File: config.mk
export PLATFORM = sky130hd
export DESIGN_NAME = mprb_exec
export DESIGN_NICKNAME = d
export VERILOG_FILES = /design/src/hw/rtl/mprb_pkg.sv /design/src/hw/rtl/mprb_exec.sv
export SDC_FILE = /design/constraint.sdc
export NUM_CORES = 1
export LEC_CHECK = 0
export BUFFER_PORTS_ARGS = -buffer_cell sky130_fd_sc_hd__buf_2
export CORE_MARGIN = 4
export CORE_UTILIZATION = 35
export DETAILED_ROUTE_END_ITERATION = 10
export PLACE_DENSITY = 0.69
export SLEW_MARGIN = 25
export SYNTH_ARGS = -nofsm -noshare
export SYNTH_HDL_FRONTEND = slang
export SYNTH_SLANG_ARGS = --single-unit
File: constraint.sdc
create_clock -name i_clk -period 7.6 [get_ports i_clk]
set_clock_uncertainty 0.1 [all_clocks]
set_input_delay 0.38 -clock i_clk [delete_from_list [all_inputs] [get_ports i_clk]]
set_output_delay 0.38 -clock i_clk [all_outputs]
set_load 0.05 [all_outputs]
File: src/hw/rtl/mprb_pkg.sv
`timescale 1ns / 1ps
`default_nettype none
// ----------------------------------------------------------------------------
// mprb_pkg
// Shared types and constants of the MMU page-table register block.
// ----------------------------------------------------------------------------
package mprb_pkg;

    // Register offsets within the block
    localparam logic [11:0] OFS_CACHE_CTRL = 12'h03C;
    localparam logic [11:0] OFS_CALI       = 12'h170;
    localparam logic [11:0] OFS_FIFO       = 12'h178;
    localparam logic [11:0] OFS_CONTENT    = 12'h37C;
    localparam logic [11:0] OFS_INDEX      = 12'h380;
    localparam logic [11:0] OFS_POWER      = 12'h384;

    // Fixed status words and reset values
    localparam logic [31:0] CALI_DONE_WORD  = 32'h8000_0000;
    localparam logic [31:0] FIFO_EMPTY_WORD = 32'hFC00_0000;
    localparam logic [31:0] POWER_RESET     = 32'h0000_0004;
    localparam logic [26:0] WINDOW_RESET    = 27'd33554432;

    // Page size: 64 KB shifted down by the power-control select field
    localparam logic [4:0]  PAGE_SHIFT_MAX  = 5'd16;

    // Configuration register indexes
    localparam logic [1:0]  CFG_LOAD_ENABLE = 2'd0;
    localparam logic [1:0]  CFG_WINDOW      = 2'd1;

    // Access actions
    localparam logic        ACT_READ        = 1'b0;
    localparam logic        ACT_WRITE       = 1'b1;

    typedef struct packed {
        logic        action;
        logic [11:0] reg_addr;
        logic [31:0] write_data;
    } t_in_item;

    typedef struct packed {
        logic [31:0] read_data;
        logic        load_issue;
        logic        load_fill;
        logic [31:0] flash_offset;
        logic [31:0] cache_offset;
        logic [16:0] page_bytes;
    } t_out_item;

endpackage : mprb_pkg
`default_nettype wire

File: src/hw/rtl/mprb_exec.sv
`timescale 1ns / 1ps
`default_nettype none
// ----------------------------------------------------------------------------
// mprb_exec
// Register file and access decode: reads, register updates, entry writes
// and page-load command generation.
// ----------------------------------------------------------------------------
module mprb_exec
    import mprb_pkg::*;
#(
    parameter int ENTRY_COUNT   = 256,
    parameter int PAGE_NUM_BITS = 9,
    parameter int VALID_BIT_POS = 9,
    parameter int IDXW          = 8
) (
    input  wire logic            i_clk,
    input  wire logic            i_rst_n,
    input  wire logic            i_commit,
    input  wire t_in_item        i_item,
    input  wire logic [31:0]     i_entry,
    input  wire logic            i_cfg_we,
    input  wire logic [1:0]      i_cfg_index,
    input  wire logic [31:0]     i_cfg_data,
    output t_out_item            o_result,
    output logic                 o_wr_en,
    output logic      [IDXW-1:0] o_wr_addr,
    output logic      [31:0]     o_wr_data,
    output logic      [IDXW-1:0] o_rd_addr
);

    logic [31:0] r_cache_ctrl;
    logic [31:0] r_index;
    logic [31:0] r_power;
    logic        r_load_en;
    logic [26:0] r_window;

    logic        is_write;
    logic        in_range;
    logic [4:0]  shamt;
    logic [16:0] psz;
    logic [31:0] voff;
    logic [32:0] vend;
    logic        fits;
    logic        issue;
    logic        entry_valid;
    logic [31:0] pnum;
    logic [31:0] next_index;

    always_comb begin
        is_write    = (i_item.action == ACT_WRITE);
        in_range    = (r_index < 32'(ENTRY_COUNT));
        shamt       = PAGE_SHIFT_MAX - {3'b000, r_power[4:3]};
        psz         = 17'd1 << shamt;
        voff        = r_index << shamt;
        vend        = {1'b0, voff} + 33'(psz);
        fits        = (vend <= 33'(r_window));
        issue       = is_write && (i_item.reg_addr == OFS_CONTENT) && in_range
                      && r_load_en && fits;
        entry_valid = i_item.write_data[VALID_BIT_POS];
        pnum        = 32'(i_item.write_data[PAGE_NUM_BITS-1:0]);

        o_result = '0;
        if (!is_write) begin
            case (i_item.reg_addr)
                OFS_CACHE_CTRL: o_result.read_data = r_cache_ctrl;
                OFS_CALI:       o_result.read_data = CALI_DONE_WORD;
                OFS_FIFO:       o_result.read_data = FIFO_EMPTY_WORD;
                OFS_CONTENT:    o_result.read_data = in_range ? i_entry : 32'd0;
                OFS_INDEX:      o_result.read_data = r_index;
                OFS_POWER:      o_result.read_data = r_power;
                default:        o_result.read_data = 32'd0;
            endcase
        end
        if (issue) begin
            o_result.load_issue   = 1'b1;
            o_result.load_fill    = !entry_valid;
            o_result.flash_offset = entry_valid ? (pnum << shamt) : 32'd0;
            o_result.cache_offset = voff;
            o_result.page_bytes   = psz;
        end

        o_wr_en   = i_commit && is_write && (i_item.reg_addr == OFS_CONTENT) && in_range;
        o_wr_addr = r_index[IDXW-1:0];
        o_wr_data = i_item.write_data;

        // Read the entry that the next access will see
        next_index = (i_commit && is_write && (i_item.reg_addr == OFS_INDEX))
                     ? i_item.write_data : r_index;
        o_rd_addr  = next_index[IDXW-1:0];
    end

    always_ff @(posedge i_clk) begin
        if (!i_rst_n) begin
            r_cache_ctrl <= '0;
            r_index      <= '0;
            r_power      <= POWER_RESET;
            r_load_en    <= 1'b1;
            r_window     <= WINDOW_RESET;
        end else begin
            if (i_commit && is_write) begin
                case (i_item.reg_addr)
                    OFS_CACHE_CTRL: r_cache_ctrl <= i_item.write_data;
                    OFS_INDEX:      r_index      <= i_item.write_data;
                    OFS_POWER:      r_power      <= i_item.write_data;
                    default:        ;
                endcase
            end
            if (i_cfg_we) begin
                case (i_cfg_index)
                    CFG_LOAD_ENABLE: r_load_en <= i_cfg_data[0];
                    CFG_WINDOW:      r_window  <= i_cfg_data[26:0];
                    default:         ;
                endcase
            end
        end
    end

endmodule : mprb_exec
`default_nettype wire

# After elaboration in Yosys (flattened, before gate mapping)
# Cells that the tools add are included.
# op_classes
n_addsub	2
n_lt_le_gt_ge	2
n_eq_ne	7
n_shift	3
mux	6
reduce_logical	15
# op_table
operator	count
$pmux 32 s6	1
$mux 32	3
$mux 83	1
$eq 12x10->1 const B	3
$add 32x17->33	1
$le 33x27->1	1
$lt 32x9->1 const B	1
$shl 32x5->32	1
$shl 9x5->32	1
$eq 12x9->1 const B	2
$shl 1x5->17 const A	1
$eq 12x6->1 const B	1
$reduce_and 2->1	5
$logic_and 1x1->1	8
$mux 8	1
$sub 5x2->5 const A	1
$eq 2x1->1 const B	1
$logic_not 2->1	1
$logic_not 1->1	1
# totals
ff_bits	124
inputBits	115

# Depth between registers and ports, before layout
# Gate-level depths: netlist of run 1.
# logic_depth
depth_word	6
ltp_mapped	29

# Least setup slack after synthesis of run 1
# Ideal clock, no wire load.
# synth_path
path_type	register to output
from	register r_power[3]
to	output o_result[18] (netlist name)
arrival_time_ns	6.722
t_required_ns	7.120
path_slack_ns	0.398
path_stages_with_launch	29
n_path_buf	7
path_cell_list	dfxtp_1 buf_4 inv_1 buf_2 ha_1 buf_6 buf_12 buf_6 mux4_2 and2_1 nor3_1 a21oi_1 ha_1 nand3_1 o221ai_1 o2bb2ai_1 nor4_4 nand2_1 o21ai_0 and2_1 ha_1 a21oi_1 o21ai_0 a21oi_1 a21oi_1 or4b_1 clkbuf_1 buf_1 nor4_1
# synth_lines
item	line	rtl
start: declaration	mprb_exec.sv:33	logic [31:0] r_power;
start signal: assignment	mprb_exec.sv:104	OFS_POWER: r_power <= i_item.write_data;
end: declaration	mprb_exec.sv:24	output t_out_item o_result,

==> results of run 1 <==
==> path summary, 6_finish.rpt <==
path	from	end	slack, ns	depth (start not counted)
max	r_power[4]$_SDFFE_PN0P_	o_result[31]	0.59	23
min	i_cfg_data[25]	r_window[25]$_SDFFE_PN1P_	0.09	3
min reg2reg	r_power[8]$_SDFFE_PN0P_	r_power[8]$_SDFFE_PN0P_	0.36	2
max reg2reg	r_power[3]$_SDFFE_PN0P_	r_power[3]$_SDFFE_PN0P_	6.29	3
==> state kept, by name (all words and copies together) (netlist names) <==
signal / flops
r_power: 32
r_window: 27
r_cache_ctrl: 32
r_load_en: 1
r_index: 32
==> worst min-delay path, cell delays in order <==
cell and delay, ns:
buf_2 0.08, nand2_1 0.04, o211ai_1 0.08
==> layer usage <==
metal | vias to the layer above | track usage, % | share of wire [%]
li1 | 4380 | - | -
met1 | 4421 | 27.6 | 44
met2 | 473 | 32.3 | 45
met3 | 33 | 5.15 | 9.5
met4 | 0 | 5.04 | 1.3
met5 | - | 0 | 0
==> cells by family after synthesis <==
kind of cell             count (synthesis)
XOR/XNOR                                15
flip-flops                             124
other                                    1
adder cells (fa/ha/maj)                 41
AO/OA/AOI/OAI                          235
buffers and inverters                  223
AND/OR/NAND/NOR                        484
multiplexers                            97
==> cell type report <==
class,count,area [um2],share of cell area (%)
inverter,41,154,1.36
clock buffer,17,425,3.76
antenna,2,5.00,0.0443
tap,372,465,4.12
timing repair buffer,252,1340,11.8
sequential,124,2480,22.0
multi-input combinational,923,6260,55.4
clock inverter,15,171,1.52
==> cell usage in the layout, fill, tap and decap left out, drive strengths merged, types with 16 or more instances in the layout <==
master  synthesis  layout
clkbuf         72      17
conb            1      51
mux2i          30      30
inv            40      49
mux2           41      41
mux4           26      26
o21ai          22      22
dfxtp         124     124
nor4           16      16
a21boi        113     113
nor3           25      25
buf           110     252
a222oi         26      26
nand2         294     294
a21oi          24      24
nor2           67      67
ha             41      41
==> repair_timing <==
| action | CTS | global route |
|---|---|---|
| resized for setup | 1 | 3 |
| endpoints found under the setup margin | 4 | 34 |
| pin swaps | 0 | 1 |
| buffers inserted | 0 | 1 |
==> metrics by stage <==
stage                     instances  setup slack, ns  hold WS [ns]  util (%)
after floorplan                1270            0.398         0.335         -
after global placement         1710            0.544         0.346      39.2
after detailed placement       1710            0.472         0.356      39.2
after CTS                      1742            0.205        0.0715      41.4
after global routing           1744           0.0151         0.107      41.6
final                          1746            0.587        0.0884      41.6
==> report_power, final <==
part / total [mW] / internal (mW) / switching [mW]
Combinational: 0.201 / 0.0541 / 0.147
Sequential: 0.657 / 0.654 / 0.00255
Clock: 0.848 / 0.468 / 0.380
==> impl_metrics.yaml, run 1 <==
route:
  wl_per_cell_um: 18.4
  drc_errors: 0
  detail-route-antenna-nets: 0
  detail_route.vias_per_cell: 5.33
  drt_wl_total_mm: 32.1
  dr.pass1.iters: 8
  num_vias: 9307
  drt_iter0_drc: 994
synth:
  yosysTopAreaCell: "dfxtp_1"
  synth.mux.area_fraction_pct: 13.8
  syn-instance-count: 1220
  syn_area_um2: 9760
  synth_cell_types: 72
  synth_compound_area_share_pct: 17.8
  synth_edf_count: 0
  yosysMostFrequentCell: "nand2_1"
  synthXorXnorAreaFrac_pct: 1.35
  synth_adder_area_share_pct: 5.26
  yosys_warnings: 0
  synth_common_cells: "nand2_1, dfxtp_1, a21boi_0"
  ys_seq_area_share_pct: 25.4
  synthFlopType: "dfxtp_1"
  netlist.area_leader.share_pct: 25.4
  syn_area_per_cell_um2: 8.00
  synthSimpleGateAreaFrac_pct: 23.3
  synth_area_leaders: "dfxtp_1, nand2_1, a21boi_0"
  synth_top_family_by_area: "simple AND/OR/NAND/NOR gates"
  async_flop_share_pct: 0
  synth-seq-cells: 124
floorplanning:
  initial_core_util_pct: 35.9
  core_um2: 27200
  die_area_um2: 30600
  row_count: 60
  die-width_um: 175
  ios: 279
  die_y_um: 175
timing:
  fin_setup_tns_ns: 0
  setup_viol: 0
  slew_viol_final: 0
  hold_viol_final: 0
  min_period_ns: 7.01
  rsz0062_at_grt: "no"
  finalCritPeriodShare_pct: 92.3
  slew_headroom_pct: 35.8
  fmax_mhz: 143
  worst_pin_slew_ns: 0.964
outcome:
  status: "finished, final reports clean"
setup_path:
  slowest_stage: "or4b_4"
  cp_max_fo: 21
  critPathKind: "register to output port"
  required_ns: 7.12
  arrival_ns: 6.53
  critPathMaxStageDelay_ns: 0.67
  path_delay_family: "simple AND/OR/NAND/NOR gates"
  crit_chain: "inv_1 > ha_4 > mux2_2 > nor2_1 > a211oi_1 > nor3_1 > a21oi_1 > ha_1 > nand3_1 > o221ai_1 > o2bb2ai_1 > nor4_4 > nand2_1 > xnor2_1 > ha_1 > nand4_1 > nor3_1 > a21oi_1 > or4b_4 > buf_4 > nand2b_1 > nor2_1 > buf_2"
  start_kind: "register"
  crit_buf_inv: 3
  end_kind: "output port"
pwr:
  ir_worst_vdd_v: 0.000114
  power_mw: 1.71
  leakagePower_nw: 4.47
  pwr_density_cell_nw_per_um2: 151
global_routing:
  gr-total-overflow: 0
  grt_start_max_net_pins: 125
  grt_pass1_vias: 8902
  grt_usage_pct: 20.3
  grt_first_pass_wirelength_mm: 50.0
  antenna_found_initial: 2
clocking:
  clk_pin_slew_worst_paths_ns: 0.07
  cts_hold_buf: 0
  cts.sinks: 124
  clkLatencyLatePin_ns: 0.43
  cts_made_buffers: 17
  ctsHtreeMaxLevel: 4
  clockBufferDepth: 2
  cts_root_buf: "clkbuf_16"
  cts_tree: "yes"
layout:
  syn2layout_area_growth_pct: 15.9
  nets: 1515
  drive_above_1_share_pct: 28.8
  post-route-cell-area_um2: 11300
  fill_cells: 2771
place:
  gp_congestion: 0.879
  dpl-instance-area_um2: 10600
  dp_hpwl_mm: 22.8
  port_buffers: 228
run:
  maxCapViolCount: 0
worst_hold_path:
  min_path_type: "primary input to register"
Power figures use the tool's default switching activity.
==> inputs of run 2 (changes only) <==
- GPL_ROUTABILITY_DRIVEN: unset -> 0
- PLACE_DENSITY: 0.69 -> 0.71
- clock period: 7.6 -> 5.9 ns (I/O delays scaled with it)
==> run 2 against run 1 <==
Effect of this change:
- global-route usage shrank 0.12 points
- final cell count rose by 1.5%
- critical path depth fell by 2
- core utilization increased by 3.4 points
- first-iteration DRC count shrank 35%
- power up 27%
==> impl_metrics.yaml, run 2 (synthesized netlist as in run 1, its figures left out) <==
clocking:
  ctsHtreeMaxLevel: 4
  clockBufferDepth: 2
  cts_made_buffers: 17
  cts_root_buf: "clkbuf_16"
  cts_tree: "yes"
  cts.sinks: 124
  clk_pin_slew_worst_paths_ns: 0.06
  clkLatencyLatePin_ns: 0.41
timing:
  rsz0062_at_grt: "yes"
  slew_headroom_pct: 30.9
  finalCritPeriodShare_pct: 98.8
  worst_pin_slew_ns: 1.03
  slew_viol_final: 0
  fmax_mhz: 172
  min_period_ns: 5.83
  setup_viol: 0
  holdWs_ns: 0.0219
  hold_viol_final: 0
setup_path:
  start_kind: "register"
  arrival_ns: 5.44
  required_ns: 5.51
  critPathKind: "register to output port"
  end_kind: "output port"
  cp_max_fo: 8
route:
  dr.pass1.iters: 5
  detail-route-antenna-nets: 0
  drt_wl_total_mm: 32.0
  num_vias: 9346
  drt_iter0_drc: 651
  wl_per_cell_um: 18.0
  drc_errors: 0
  detail_route.vias_per_cell: 5.27
pwr:
  leakagePower_nw: 4.72
  p_sw_share_pct: 28.2
  clockPowerShare_pct: 49.2
  intPower_mw: 1.56
  p_comb_share_pct: 11.9
  ir_worst_vdd_v: 0.000169
  pwr_density_cell_nw_per_um2: 178
  p_seq_share_pct: 38.9
  switchingPower_mw: 0.613
floorplanning:
  initial_core_util_pct: 35.9
  die_area_um2: 30600
  ios: 279
  row_count: 60
  die-width_um: 175
  core_um2: 27200
  die_y_um: 175
run:
  maxCapViolCount: 0
layout:
  final_cell_mix: "nand2_1, buf_2, dfxtp_1, a21boi_0, nor2_1"
  drive_above_1_share_pct: 33.0
  nets: 1544
  syn2layout_area_growth_pct: 25.2
  top_regs: "r_cache_ctrl x32, r_index x32, r_power x32"
  final_core_util_pct: 45.0
  layout_commonest_cell: "nand2_1"
global_routing:
  grt_usage_pct: 20.2
  antenna_found_initial: 5
  grt_start_max_net_pins: 125
  grt_first_pass_wirelength_mm: 50.0
  gr-total-overflow: 0
  grt_pass1_vias: 9196
place:
  dp_hpwl_mm: 23.0
  port_buffers: 228
outcome:
  status: "finished, final reports clean"
worst_hold_path:
  min_path_type: "primary input to register"
## run 2: per-stage QoR
| stage | setup WS, ns | setup TNS, ns | cells | instance area, um2 | power [mW] |
|---|---|---|---|---|---|
| floorplan | 0.00453 | 0 | 1270 | 10300 | 1.08 |
| global placement | 0.213 | 0 | 1724 | 11100 | 1.12 |
| detailed placement | 0.0160 | 0 | 1724 | 11100 | 1.12 |
| CTS | 0.00415 | 0 | 1767 | 12000 | 2.20 |
| global route | -0.146 | -4.10 | 1773 | 12200 | 2.25 |
| finish | 0.0697 | 0 | 1773 | 12200 | 2.18 |
## run 2: cell type report
cell class	count	area, um2
Clock inverter	11	131
Clock buffer	20	457
Sequential cell	124	2490
Timing Repair Buffer	281	1830
Antenna cell	1	2.50
Tap cell	372	465
Multi-Input combinational cell	923	6690
Fill cell	2694	15000
Inverter	41	154
## run 2: path summary, 6_finish.rpt
check                                           endpoint  slack [ns]                      from  cells past startpoint
worst max-delay path                        o_result[74]        0.07   r_power[4]$_SDFFE_PN0P_                     21
worst min register to register  r_power[17]$_SDFFE_PN0P_        0.36  r_power[17]$_SDFFE_PN0P_                      2
worst max register to register   r_power[3]$_SDFFE_PN0P_        4.69   r_power[3]$_SDFFE_PN0P_                      3
worst min-delay path              r_load_en$_SDFFE_PN1P_        0.02             i_cfg_data[0]                      3
## run 2: timing repair
action,in CTS,in global routing
hold buffers,0,0
pin swaps,13,21
resized for setup,60,42
gates cloned,2,0
endpoints found under the setup margin,38,38
setup buffers,10,4
## run 2: worst max-delay path: stages, from the launching register on
cell and delay (ns):
dfxtp_2 0.34, inv_2 0.07, ha_4 0.34, mux2_4 0.35, o21ai_1 0.13, buf_4 0.15, nor2_1 0.04, ha_1 0.35
nand3_2 0.13, o221ai_4 0.19, o2bb2ai_4 0.11, nor4_4 0.40, nand2_1 0.14, xnor2_1 0.16, ha_1 0.34, nand4_1 0.14
nor3_1 0.20, a21oi_1 0.09, or4b_4 0.57, or3_4 0.47, nor2_4 0.13, buf_6 0.16
## run 2: power by group through the flow
| stage | Clock, mW | Combinational [mW] | Sequential [mW] |
|---|---|---|---|
| 2_1_floorplan | 0 | 0.214 | 0.864 |
| 3_3_place_gp | 0 | 0.255 | 0.865 |
| 3_5_place_dp | 0 | 0.257 | 0.865 |
| 4_1_cts | 1.10 | 0.258 | 0.847 |
| 5_1_grt | 1.12 | 0.278 | 0.847 |
| 6_report | 1.07 | 0.259 | 0.846 |
## run 2: routing by layer
| layer | vias to the layer above | track usage, % | part of all wire, % |
|---|---|---|---|
| met5 | - | 0 | 0.15 |
| met4 | 8 | 6.74 | 2.3 |
| met3 | 61 | 4.98 | 7.6 |
| met2 | 406 | 32.7 | 47 |
| met1 | 4417 | 26.4 | 43 |
| li1 | 4454 | - | - |
